==> src/sv/rclt_pkg.sv <==
// Shared types and constants for the random cycle link table.
// Holds request and status codes, controller states and the control/status
// structs that join the controller and the datapath. No dependencies.
package rclt_pkg;

  localparam int LINE_W    = 10;
  localparam int REQ_W     = 2;
  localparam int STAT_W    = 2;
  localparam int STEP_W    = 32;
  localparam int SLOT_W    = 11;
  localparam int GEN_W     = 64;
  localparam int CFG_IDX_W = 1;

  localparam logic [CFG_IDX_W-1:0] CFG_SLOT_COUNT = 1'd0;
  localparam logic [CFG_IDX_W-1:0] CFG_SEED       = 1'd1;

  localparam logic [SLOT_W-1:0] SLOT_RESET = 11'd1024;
  localparam logic [GEN_W-1:0]  SEED_RESET = 64'h9e37_79b9_7f4a_7c15;

  localparam logic [REQ_W-1:0] REQ_BUILD = 2'd0;
  localparam logic [REQ_W-1:0] REQ_READ  = 2'd1;
  localparam logic [REQ_W-1:0] REQ_CHASE = 2'd2;

  localparam logic [STAT_W-1:0] ST_OK        = 2'd0;
  localparam logic [STAT_W-1:0] ST_RANGE     = 2'd1;
  localparam logic [STAT_W-1:0] ST_NOT_BUILT = 2'd2;

  typedef enum logic [4:0] {
    S_IDLE,
    S_DECODE,
    S_FILL,
    S_SH_INIT,
    S_SH_MOD,
    S_SH_WAIT,
    S_SH_RD,
    S_SH_WA,
    S_SH_WB,
    S_LK_INIT,
    S_LK_RD,
    S_LK_WR,
    S_LK_LAST,
    S_RD_ISSUE,
    S_RD_DATA,
    S_CH_MOD,
    S_CH_WAIT,
    S_CH_STEP,
    S_CH_WALK
  } state_t;

  typedef enum logic [1:0] {
    LA_LINE,
    LA_P,
    LA_Q
  } link_addr_t;

  typedef enum logic [1:0] {
    RS_ZERO,
    RS_LINK,
    RS_P
  } resp_sel_t;

  typedef enum logic {
    MS_SWAP,
    MS_CHASE
  } mod_src_t;

  typedef enum logic [1:0] {
    OW_NONE,
    OW_FILL,
    OW_HI,
    OW_LO
  } ord_wr_t;

  typedef struct packed {
    logic              capture;
    logic              build_init;
    logic              cnt_inc;
    logic              cnt_dec;
    logic              cnt_clr;
    logic              cnt_top;
    logic              mod_start;
    mod_src_t          mod_src;
    logic              ord_rd;
    ord_wr_t           ord_wr;
    logic              lk_take;
    logic              lk_close;
    logic              chase_load;
    logic              link_rd;
    link_addr_t        link_sel;
    logic              k_dec;
    logic              resp;
    resp_sel_t         resp_sel;
    logic [STAT_W-1:0] resp_status;
  } cmd_t;

  typedef struct packed {
    logic [REQ_W-1:0] req;
    logic             built;
    logic             in_range;
    logic             cnt_last;
    logic             cnt_one;
    logic             n_one;
    logic             mod_done;
    logic             k_zero;
  } sts_t;

endpackage

==> src/sv/rclt_ctrl.sv <==
// Request sequencer: walks build, read and chase requests step by step.
// Depends on rclt_pkg for states and the command/status structs.
module rclt_ctrl import rclt_pkg::*; (
  input  logic clk,
  input  logic rst_n,
  input  logic start,
  input  sts_t sts,
  output cmd_t cmd,
  output logic busy
);

  state_t state_r;
  state_t state_nxt;

  always_ff @(posedge clk) begin
    if (!rst_n) begin
      state_r <= S_IDLE;
    end else begin
      state_r <= state_nxt;
    end
  end

  always_comb begin
    state_nxt = state_r;
    cmd       = '0;
    unique case (state_r)
      S_IDLE: begin
        if (start) begin
          cmd.capture = 1'b1;
          state_nxt   = S_DECODE;
        end
      end
      S_DECODE: begin
        if (sts.req == REQ_BUILD) begin
          cmd.build_init = 1'b1;
          state_nxt      = S_FILL;
        end else if (sts.req == REQ_READ || sts.req == REQ_CHASE) begin
          if (!sts.built) begin
            cmd.resp        = 1'b1;
            cmd.resp_sel    = RS_ZERO;
            cmd.resp_status = ST_NOT_BUILT;
            state_nxt       = S_IDLE;
          end else if (!sts.in_range) begin
            cmd.resp        = 1'b1;
            cmd.resp_sel    = RS_ZERO;
            cmd.resp_status = ST_RANGE;
            state_nxt       = S_IDLE;
          end else if (sts.req == REQ_READ) begin
            state_nxt = S_RD_ISSUE;
          end else begin
            state_nxt = S_CH_MOD;
          end
        end else begin
          cmd.resp        = 1'b1;
          cmd.resp_sel    = RS_ZERO;
          cmd.resp_status = ST_OK;
          state_nxt       = S_IDLE;
        end
      end
      S_FILL: begin
        cmd.ord_wr = OW_FILL;
        if (sts.cnt_last) begin
          state_nxt = S_SH_INIT;
        end else begin
          cmd.cnt_inc = 1'b1;
        end
      end
      S_SH_INIT: begin
        cmd.cnt_top = 1'b1;
        state_nxt   = sts.n_one ? S_LK_INIT : S_SH_MOD;
      end
      S_SH_MOD: begin
        cmd.mod_start = 1'b1;
        cmd.mod_src   = MS_SWAP;
        state_nxt     = S_SH_WAIT;
      end
      S_SH_WAIT: begin
        if (sts.mod_done) begin
          state_nxt = S_SH_RD;
        end
      end
      S_SH_RD: begin
        cmd.ord_rd = 1'b1;
        state_nxt  = S_SH_WA;
      end
      S_SH_WA: begin
        cmd.ord_wr = OW_HI;
        state_nxt  = S_SH_WB;
      end
      S_SH_WB: begin
        cmd.ord_wr = OW_LO;
        if (sts.cnt_one) begin
          state_nxt = S_LK_INIT;
        end else begin
          cmd.cnt_dec = 1'b1;
          state_nxt   = S_SH_MOD;
        end
      end
      S_LK_INIT: begin
        cmd.cnt_clr = 1'b1;
        state_nxt   = S_LK_RD;
      end
      S_LK_RD: begin
        cmd.ord_rd = 1'b1;
        state_nxt  = S_LK_WR;
      end
      S_LK_WR: begin
        cmd.lk_take = 1'b1;
        if (sts.cnt_last) begin
          state_nxt = S_LK_LAST;
        end else begin
          cmd.cnt_inc = 1'b1;
          state_nxt   = S_LK_RD;
        end
      end
      S_LK_LAST: begin
        cmd.lk_close    = 1'b1;
        cmd.resp        = 1'b1;
        cmd.resp_sel    = RS_ZERO;
        cmd.resp_status = ST_OK;
        state_nxt       = S_IDLE;
      end
      S_RD_ISSUE: begin
        cmd.link_rd  = 1'b1;
        cmd.link_sel = LA_LINE;
        state_nxt    = S_RD_DATA;
      end
      S_RD_DATA: begin
        cmd.resp        = 1'b1;
        cmd.resp_sel    = RS_LINK;
        cmd.resp_status = ST_OK;
        state_nxt       = S_IDLE;
      end
      S_CH_MOD: begin
        cmd.mod_start = 1'b1;
        cmd.mod_src   = MS_CHASE;
        state_nxt     = S_CH_WAIT;
      end
      S_CH_WAIT: begin
        if (sts.mod_done) begin
          cmd.chase_load = 1'b1;
          state_nxt      = S_CH_STEP;
        end
      end
      S_CH_STEP: begin
        if (sts.k_zero) begin
          cmd.resp        = 1'b1;
          cmd.resp_sel    = RS_P;
          cmd.resp_status = ST_OK;
          state_nxt       = S_IDLE;
        end else begin
          cmd.link_rd  = 1'b1;
          cmd.link_sel = LA_P;
          cmd.k_dec    = 1'b1;
          state_nxt    = S_CH_WALK;
        end
      end
      S_CH_WALK: begin
        if (sts.k_zero) begin
          cmd.resp        = 1'b1;
          cmd.resp_sel    = RS_LINK;
          cmd.resp_status = ST_OK;
          state_nxt       = S_IDLE;
        end else begin
          cmd.link_rd  = 1'b1;
          cmd.link_sel = LA_Q;
          cmd.k_dec    = 1'b1;
        end
      end
      default: begin
        state_nxt = S_IDLE;
      end
    endcase
  end

  assign busy = (state_r != S_IDLE);

endmodule

==> config.mk <==
export PLATFORM = sky130hd
export DESIGN_NAME = rclt_ctrl
export DESIGN_NICKNAME = d
export VERILOG_FILES = /design/src/sv/rclt_pkg.sv /design/src/sv/rclt_ctrl.sv
export SDC_FILE = /design/constraint.sdc
export NUM_CORES = 1
export LEC_CHECK = 0
export ABC_AREA = 0
export BUFFER_PORTS_ARGS = -buffer_cell sky130_fd_sc_hd__buf_4
export CAP_MARGIN = 25
export CORE_MARGIN = 10
export CORE_UTILIZATION = 52
export DETAILED_ROUTE_END_ITERATION = 10
export GPL_TIMING_DRIVEN = 0
export PLACE_DENSITY = 0.85
export SLEW_MARGIN = 20
export SYNTH_ARGS = -nofsm -noshare
export SYNTH_HDL_FRONTEND = slang
export SYNTH_SLANG_ARGS = --single-unit
export TNS_END_PERCENT = 100
==> constraint.sdc <==
create_clock -name clk -period 2 [get_ports clk]
set_input_delay 0.3 -clock clk [delete_from_list [all_inputs] [get_ports clk]]
set_output_delay 0.3 -clock clk [all_outputs]
set_load 0.02 [all_outputs]
==> results.tsv, run 1 <==
metric	value	unit
status	complete, no violations	
worst clock skew	0.0001772	ns
Die H	61.91	um
Post-Syn Instances	127	
root buffer cell	clkbuf_4	
initial antenna violation count	0	
largest net degree at the start of global routing	11	
Relative slew margins	0.6476	
Worst Hold Slack	0.3228	ns
Worst VDD drop	562.3	uV
Initial DRC Count	44	
Sequential Power Share	0.168	
Post-Syn Nets	141	
Biggest register	state_r	
Worst Slack Setup Final	0.01448	ns
Final Hold Viols	0	
Worst Setup End Kind	output pin	
Largest register FFs	5	
hold buffer count at CTS	0	
Worst-Skew Late Latency	0.24	ns
Hold Crit Class	in -> reg	
CP arrival	1.69	ns
clock transition at the registers of the reported paths	0.04	ns
most frequent CP cell	buf_4	
Power Internal	0.0005097	W
GRT Overall Usage	0.1713	
grt ovf	0	
Synth top area share	0.1096	
min Tclk post-route	1.986	ns
Psw	0.0005201	W
Yosys reg bits	5	
die area	3833	um2
max incr delay on CP	0.35	ns
Pwr per Cell Area	811.7	nW/um2
Max clock buf depth	2	
port bufs	35	
Worst Path Max Fanout	10	
core area	1689	um2
# IOs	36	
LEAKAGE	0.5876	nW
H-tree Lvls	1	
final period utilization	0.9928	
CP delay by family, top	buffers and inverters	
vias in the first global route	1071	
clock power share	0.114	
fin. max-slew vios	0	
global-route wire length before repair	5030	um
Worst setup SP type	flop	
# nets final	181	
top flop regs	state_r x5	
num rows	15	
Worst Path Required	1.70	ns
Yosys top cell by area	dfxtp_1	
CTS sink cnt	5	
via count	1127	
Post-Syn Area per Cell	7.192	um2
RSZ-0062 raised after global routing	yes	
post-DP HPWL	2468	um
share of cells above drive strength 1	0.4217	
Initial DRT Pass Iterations	4	
Wirelength per Cell	16.91	um
TritonCTS clock tree	yes	
Placer Congestion	0.8834	
Initial Util	0.5407	
synth warn	0	
WL final	3094	um
P&R area growth vs syn	38.90	%
ys flop type	dfxtp_1	
top post-synthesis cells by area	dfxtp_1 (11%), nor2_1 (6.2%), a221oi_2 (4.9%), and3_1 (4.8%), buf_2 (4.4%)	
crit path buf inv count	3	
residual DRC count	0	
synth unique cells	46	
CP Cell Sequence	buf_4, buf_4, or3_1, a211oi_1, buf_4	
Worst-Margin Slew	0.5267	ns
Post-CTS Setup Inserts	0	
final setup fails	0	
Routed Antenna Nets	0	
synthesized cell area	913.4	um2
switch share	0.5051	
max-cap viol count	0	
FMAX	503.6	MHz
CTS Buf Count	3	
post-synthesis sequential area ratio	0.1096	
Via density	6.158	
Final Core Density	0.7511	
antenna cells	0	
Post-synth ARST share	0	
Setup CP Type	reg -> out	
combinational power share	0.718	
CP max-delay cell	dfxtp_2	
Die Width	61.91	um
worst slack, placed	0.1403	ns
EDFF count, synth	0	
final timing paths:
kind / endpoint / startpoint / cells past startpoint / slack (ns)
setup / recovery: cmd[16] / state_r[1] / 5 / 0.01
hold reg to reg: state_r[1] / state_r[0] / 3 / 0.69
hold / removal: state_r[4] / rst_n / 2 / 0.32
setup reg to reg: state_r[0] / state_r[4] / 5 / 0.52
logic make-up after synthesis:
family / share of synthesized area
AO/OA/AOI/OAI: 0.2657
XOR/XNOR: 0.02877
adder cells (fa/ha/maj): 0.02739
buffers and inverters: 0.08904
flip-flops: 0.1096
multiplexers: 0.01096
AND/OR/NAND/NOR: 0.4685
power by group through the flow:
stage | clock network (W) | logic [W] | registers [W]
2_1_floorplan | 0 | 0.000500 | 0.000150
3_3_place_gp | 0 | 0.000691 | 0.000158
3_5_place_dp | 0 | 0.000703 | 0.000160
4_1_cts | 0.000118 | 0.000717 | 0.000162
5_1_grt | 0.000124 | 0.000806 | 0.000177
6_report | 0.000117 | 0.000739 | 0.000173
per-stage QoR:
step | total power, W | TNS, ns | instance area (um2) | cells
floorplan | 0.0006504 | 0 | 913.4 | 127
global placement | 0.0008491 | 0 | 1197 | 179
detailed placement | 0.0008634 | 0 | 1197 | 179
CTS | 0.0009968 | 0 | 1241 | 183
global route | 0.001107 | -0.1182 | 1269 | 183
finish | 0.001030 | 0 | 1269 | 183
worst register-to-register path: cells and delay by family, from the launching register on:
| family | cells | cell delay (ns) |
|---|---|---|
| AO/OA/AOI/OAI | 2 | 0.34 |
| buffers and inverters | 1 | 0.16 |
| flip-flops | 1 | 0.28 |
| AND/OR/NAND/NOR | 2 | 0.61 |
repair_timing:
action | CTS | global route
resized for setup | 7 | 12
cloned | 0 | 0
endpoints found under the setup margin | 4 | 6
per-layer routing:
layer	GRT usage	vias to the layer above	wire length [um]	share of wire
met4	0.09873	0	68	0.022
li1	-	547	-	-
met5	0	-	0	0
met2	0.2723	66	1500	0.48
met3	0.03659	8	285	0.092
met1	0.2069	506	1240	0.40
synthesized netlist by cell type (2+ instances only):
cell and count:
nand2b_1 6, ha_1 2, nor3_1 3, a21oi_1 5
o21ai_1 3, nand3b_1 2, nor2_1 15, nor3_2 3
nor4_1 2, xor2_1 2, inv_1 6, nor2b_1 4
dfxtp_1 5, buf_2 8, and3_1 7, nand2_1 6
nand3_1 7, o21ai_0 4, a31oi_1 5, a221oi_2 3
o21a_1 3, a21o_1 2
final cells by class:
cell class | count | area, um2
multi-input combinational | 106 | 750.7
fill | 143 | 420.4
timing repair buffer | 35 | 262.8
sequential | 5 | 105.1
buffer | 10 | 80.08
clock buffer | 4 | 26.28
inverter | 6 | 22.52
tap | 17 | 21.27
placed cells by master, fill, tap and decap left out, types with 3 or more instances in the layout:
| cell | netlist | routed |
|---|---|---|
| buf_4 | 1 | 41 |
| nor2_1 | 15 | 13 |
| and3_1 | 7 | 7 |
| nand3_1 | 7 | 7 |
| inv_1 | 6 | 6 |
| nand2_1 | 6 | 6 |
| nand2b_1 | 6 | 5 |
| a31oi_1 | 5 | 5 |
| a21oi_1 | 5 | 5 |
| nor2b_1 | 4 | 4 |
| clkbuf_4 | 0 | 4 |
| o21ai_0 | 4 | 4 |
| dfxtp_2 | 0 | 4 |
| nor3_1 | 3 | 3 |
| a221oi_2 | 3 | 3 |
| o21ai_1 | 3 | 3 |
| o21a_1 | 3 | 3 |
Power figures use the tool's default switching activity.
==> inputs of run 2 (changes only) <==
Settings changed: CORE_ASPECT_RATIO set to 1.1, PLACE_DENSITY 0.85 to unset, PLACE_DENSITY_LB_ADDON set to 0.08.
==> run 2 against run 1 <==
Compared with the run above:
- final cell count shrank 0.55%
- sequential cell count unchanged
- combinational power decreased by 1%
- die area barely moved
- clock skew hardly changed
- wire length is 4.0% lower
- worst hold slack worse by 0.00059 ns
- clock power is 4% lower
- global-route usage decreased by 2.5 points
- critical path depth is 2 higher
- largest power group unchanged
==> results.tsv, run 2 (same netlist as run 1, synthesis figures left out) <==
metric	value	unit	change
status	complete, no violations		
Hold Crit Class	in -> reg		
Routed Antenna Nets	0		unchanged
residual DRC count	0		unchanged
combinational power share	0.720		+0.002
worst-case reg-to-reg path depth	5		unchanged
Die H	63.96	um	+3.3%
CTS sink cnt	5		unchanged
Initial DRT Pass Iterations	4		unchanged
Max clock buf depth	2		unchanged
clock power share	0.110		-0.004
Worst Path Max Fanout	10		unchanged
Final Hold Viols	0		unchanged
Setup CP Type	reg -> out		
Sequential Power Share	0.170		+0.002
final period utilization	0.9777		-0.01509
grt ovf	0		unchanged
# IOs	36		unchanged
Inst Count DP	179		unchanged
worst clock skew	0.0006532	ns	+0.0004761 ns
Worst Setup End Kind	output pin		
share of cells above drive strength 1	0.4242		+0.002556
hold path cells	2		unchanged
most common cell after layout, fill and taps aside	buf_4		
Placer Congestion	0.9436		+6.8%
Worst Path Required	1.70	ns	about the same
RSZ-0062 raised after global routing	yes		
Via density	6.077		-1.3%
CTS Buf Count	3		unchanged
largest net degree at the start of global routing	11		unchanged
Relative slew margins	0.6537		+0.006102
LEAKAGE	0.5831	nW	-0.77%
Worst-Skew Late Latency	0.23	ns	about the same
core area	1614	um2	-4.4%
die area	3835	um2	about the same
hold endpoint	state_r[4]		
total power	0.001015	W	-1.4%
Pwr per Cell Area	797.7	nW/um2	-1.7%
Final Core Density	0.7884		+0.03726
Initial DRC Count	31		-30%
Worst VDD drop	662.7	uV	+18%
Cell Count, Final, Fillers Out	182		-0.55%
root buffer cell	clkbuf_4		
Initial Util	0.5659		+0.02515
worst r2r dst	state_r[1]		
antenna cells	0		unchanged
clock transition at the registers of the reported paths	0.04	ns	about the same
initial antenna violation count	0		unchanged
H-tree Lvls	1		unchanged
hold_sp	rst_n		
global-route wire length before repair	4774	um	-5.1%
final setup fails	0		unchanged
post-DP HPWL	2377	um	-3.7%
Wirelength per Cell	16.32	um	-3.5%
CP arrival	1.66	ns	-0.03 ns
TritonCTS clock tree	yes		
fin. max-slew vios	0		unchanged
Die Width	59.96	um	-3.1%
top flop regs	state_r x5		
FMAX	511.4	MHz	+1.5%
num rows	15		unchanged
via count	1106		-1.9%
Power Internal	0.0005058	W	-0.76%
Worst setup SP type	flop		
RR Startpoint	state_r[1]		
Worst Hold Slack	0.3222	ns	-0.0005950 ns
Worst Slack Setup Final	0.04466	ns	+0.03018 ns
Worst-Margin Slew	0.5176	ns	-0.009120 ns
worst slack, placed	0.1532	ns	+0.01293 ns
port bufs	35		unchanged
GRT Overall Usage	0.1466		-0.02469
Psw	0.0005092	W	-2.1%
# nets final	180		-0.55%
P&R area growth vs syn	39.32	%	
switch share	0.5017		-0.003375
reg-to-reg setup timing slack	0.52	ns	about the same
Largest register FFs	5		unchanged
vias in the first global route	1052		-1.8%
max-cap viol count	0		unchanged
WL final	2970	um	-4.0%
Biggest register	state_r		
most frequent cells in the layout	buf_4 (39), nor2_1 (13), and3_1 (7), nand3_1 (7)		
min Tclk post-route	1.955	ns	-0.03018 ns
[run 2: changes by cell type in the layout (fill, tap and decap cells not counted), sizes merged]
cell    before  now
buf         44   42
clkbuf       5    6
[run 2: per-stage QoR]
| step | cell area, um2 | setup TNS [ns] |
|---|---|---|
| 6_report | 1272 | 0 |
| 5_1_grt | 1272 | -0.01099 |
| 4_1_cts | 1240 | 0 |
| 3_5_place_dp | 1197 | 0 |
| 3_3_place_gp | 1197 | 0 |
| 2_1_floorplan | 913.4 | 0 |
[run 2: repair_timing]
action / CTS / global route
resized for setup: 7 / 14
endpoints found under the setup margin: 4 / 5
pin swaps: 0 / 0
hold buffers: 0 / 0
endpoints found under the hold margin: 0 / 0
buffers inserted: 0 / 0
[run 2: layer usage]
layer  global-route usage  vias up  share of wire
met1               0.1771      525           0.38
met4              0.03652        0              0
met5                    0        -              0
li1                     -      547              -
met3              0.02174        0          0.071
met2               0.2564       34           0.55
[run 2: power by group through the flow]
stage	Clock [W]	Combinational (W)	Sequential [W]
finish	0.000112	0.000731	0.000172
global route	0.000121	0.000795	0.000178
CTS	0.000117	0.000713	0.000162
detailed placement	0	0.000699	0.000160
global placement	0	0.000688	0.000156
floorplan	0	0.000500	0.000150
[run 2: cell type report]
type,count,area (um2)
Clock buffer,4,26.28
Buffer,9,78.83
Multi-Input combinational cell,106,755.7
Sequential cell,5,105.1
Timing Repair Buffer,35,262.8
Inverter,6,22.52
Fill cell,128,341.6
Tap cell,17,21.27
[run 2: critical path, stage by stage, from the launching register on]
cell	delay, ns
dfxtp_2	0.39
buf_4	0.20
clkbuf_4	0.22
nand3_1	0.13
nor2_2	0.15
a31oi_1	0.07
o21ai_0	0.10
buf_4	0.16
[run 2: worst max path at each step]
stage          startpoint       to  slack (ns)  depth (start not counted)
2_1_floorplan  state_r[1]  cmd[16]        0.13                          4
3_3_place_gp   state_r[4]   cmd[4]        0.20                          8
3_5_place_dp   state_r[4]   cmd[4]        0.15                          8
4_1_cts        state_r[1]  cmd[16]       0.006                          5
5_1_grt        state_r[0]   cmd[4]       -0.01                          7
6_report       state_r[0]   cmd[4]        0.04                          7
==> inputs of run 3 (changes only) <==
Settings changed: SETUP_SLACK_MARGIN set to 0.1.
==> run 3 against run 2 <==
Compared with the run above:
- non-clock buffer count unchanged
- clock-buffer cell count unchanged
- final area up 1.8%
- die area unchanged
- sequential share of layout area about the same
- via count up 0.27%
- critical endpoint unchanged
- utilization up 1.4 points
- global-route usage up 0.51 points
- critical path type unchanged
- clock power about the same
==> results.tsv, run 3 (same netlist as run 1, synthesis figures left out) <==
metric	value	unit	change
CP arrival	1.56	ns	-0.10 ns
num rows	15		unchanged
switch share	0.4995		-0.002188
Wirelength per Cell	16.68	um	+2.2%
Setup CP Type	reg -> out		
clock power share	0.106		-0.004
CTS sink cnt	5		unchanged
Largest register FFs	5		unchanged
global-route wire length before repair	4892	um	+2.5%
fin. max-slew vios	0		unchanged
Routed Antenna Nets	0		unchanged
max-cap viol count	0		unchanged
reg-to-reg setup timing slack	0.48	ns	-0.04 ns
Initial DRC Count	46		+48%
Initial Util	0.5659		unchanged
Power Internal	0.0005256	W	+3.9%
clock transition at the registers of the reported paths	0.04	ns	about the same
Worst-Margin Slew	0.5326	ns	+0.01500 ns
TritonCTS clock tree	yes		
total power	0.001050	W	+3.4%
Final Hold Viols	0		unchanged
Max clock buf depth	2		unchanged
initial antenna violation count	0		unchanged
# IOs	36		unchanged
root buffer cell	clkbuf_4		
# nets final	180		unchanged
final setup fails	0		unchanged
Worst Path Max Fanout	10		unchanged
RSZ-0062 raised after global routing	yes		
TNS Setup	0	ns	unchanged
Psw	0.0005245	W	+3.0%
vias in the first global route	1064		+1.1%
Worst-Skew Late Latency	0.23	ns	about the same
P&R area growth vs syn	41.78	%	
top flop regs	state_r x5		
Relative slew margins	0.6437		-0.01004
Biggest register	state_r		
Worst Path Required	1.70	ns	about the same
most common cell after layout, fill and taps aside	buf_4		
post-DP HPWL	2377	um	unchanged
min Tclk post-route	1.860	ns	-0.09564 ns
worst slack, placed	0.1532	ns	unchanged
largest net degree at the start of global routing	20		+9
combinational power share	0.725		+0.005
Worst Setup End Kind	output pin		
status	complete, no violations		
core area	1614	um2	unchanged
Worst Slack Setup Final	0.1403	ns	+0.09564 ns
Worst setup SP type	flop		
die area	3835	um2	unchanged
residual DRC count	0		unchanged
grt ovf	0		unchanged
LEAKAGE	0.5862	nW	+0.54%
H-tree Lvls	1		unchanged
Worst Hold Slack	0.3299	ns	+0.007736 ns
Pwr per Cell Area	810.9	nW/um2	+1.6%
most frequent cells in the layout	buf_4 (39), nor2_1 (12), and3_1 (7), nand3_1 (7)		
Worst VDD drop	662.9	uV	about the same
Initial DRT Pass Iterations	4		unchanged
antenna cells	0		unchanged
Placer Congestion	0.9436		unchanged
CTS Buf Count	3		unchanged
share of cells above drive strength 1	0.4364		+0.01212
hold buffer count at CTS	0		unchanged
GRT Overall Usage	0.1517		+0.005105
Via density	6.093		+0.27%
final period utilization	0.9298		-0.04782
WL final	3035	um	+2.2%
port bufs	35		unchanged
Die Width	59.96	um	unchanged
Sequential Power Share	0.169		about the same
Die H	63.96	um	unchanged
via count	1109		+0.27%
Hold Crit Class	in -> reg		
worst clock skew	0.001822	ns	+0.001169 ns
FMAX	537.7	MHz	+5.1%
## run 3: cell types whose count changed in the layout (fill, tap and decap cells not counted), sizes merged
cell	previous run	this run
clkbuf	6	4
buf	42	44
## run 3: through the flow
step	util	instance area (um2)	instances
2_1_floorplan	-	913.4	127
3_3_place_gp	0.7419	1197	179
3_5_place_dp	0.7419	1197	179
4_1_cts	0.7884	1272	182
5_1_grt	0.8023	1295	182
6_report	0.8023	1295	182
## run 3: timing repair
item                                    in CTS  in global routing
endpoints found under the hold margin        0                  0
gates cloned                                 0                  0
resized for setup                           20                  6
pin swaps                                    0                  1
setup buffers                                0                  0
endpoints found under the setup margin       7                  3
## run 3: layout make-up
class	instances	area (um2)
plain buffers	9	86.33
clock buffers	4	26.28
fillers	119	319.1
inverters	6	22.52
multi-input cells	106	768.2
flip-flops and latches	5	107.6
well taps	17	21.27
repair buffers	35	262.8
## run 3: critical path: stages, from the launching register on
cell     delay (ns)
dfxtp_2        0.42
buf_6          0.17
buf_4          0.18
nand3_1        0.09
nor2_2         0.13
a31oi_1        0.07
o21ai_0        0.10
buf_4          0.16
## run 3: path summary, 6_finish.rpt
kind / startpoint / cells past startpoint / end
max: state_r[0] / 7 / cmd[4]
min: rst_n / 2 / state_r[4]
max reg2reg: state_r[1] / 5 / state_r[1]
min reg2reg: state_r[0] / 3 / state_r[1]
## run 3: layer usage
| metal | global-route usage | vias up | routed length (um) | share of wire |
|---|---|---|---|---|
| li1 | - | 542 | - | - |
| met1 | 0.1808 | 520 | 1154 | 0.38 |
| met2 | 0.2693 | 47 | 1636 | 0.54 |
| met3 | 0.02174 | 0 | 243 | 0.080 |
| met4 | 0.03652 | 0 | 0 | 0 |
| met5 | 0 | - | 0 | 0 |
## run 3: power by group through the flow
stage          Combinational [W]  Sequential (W)  Clock [W]
3_5_place_dp            0.000699        0.000160          0
2_1_floorplan           0.000500        0.000150          0
4_1_cts                 0.000727        0.000171   0.000117
6_report                0.000762        0.000178   0.000111
5_1_grt                 0.000817        0.000179   0.000121
3_3_place_gp            0.000688        0.000156          0
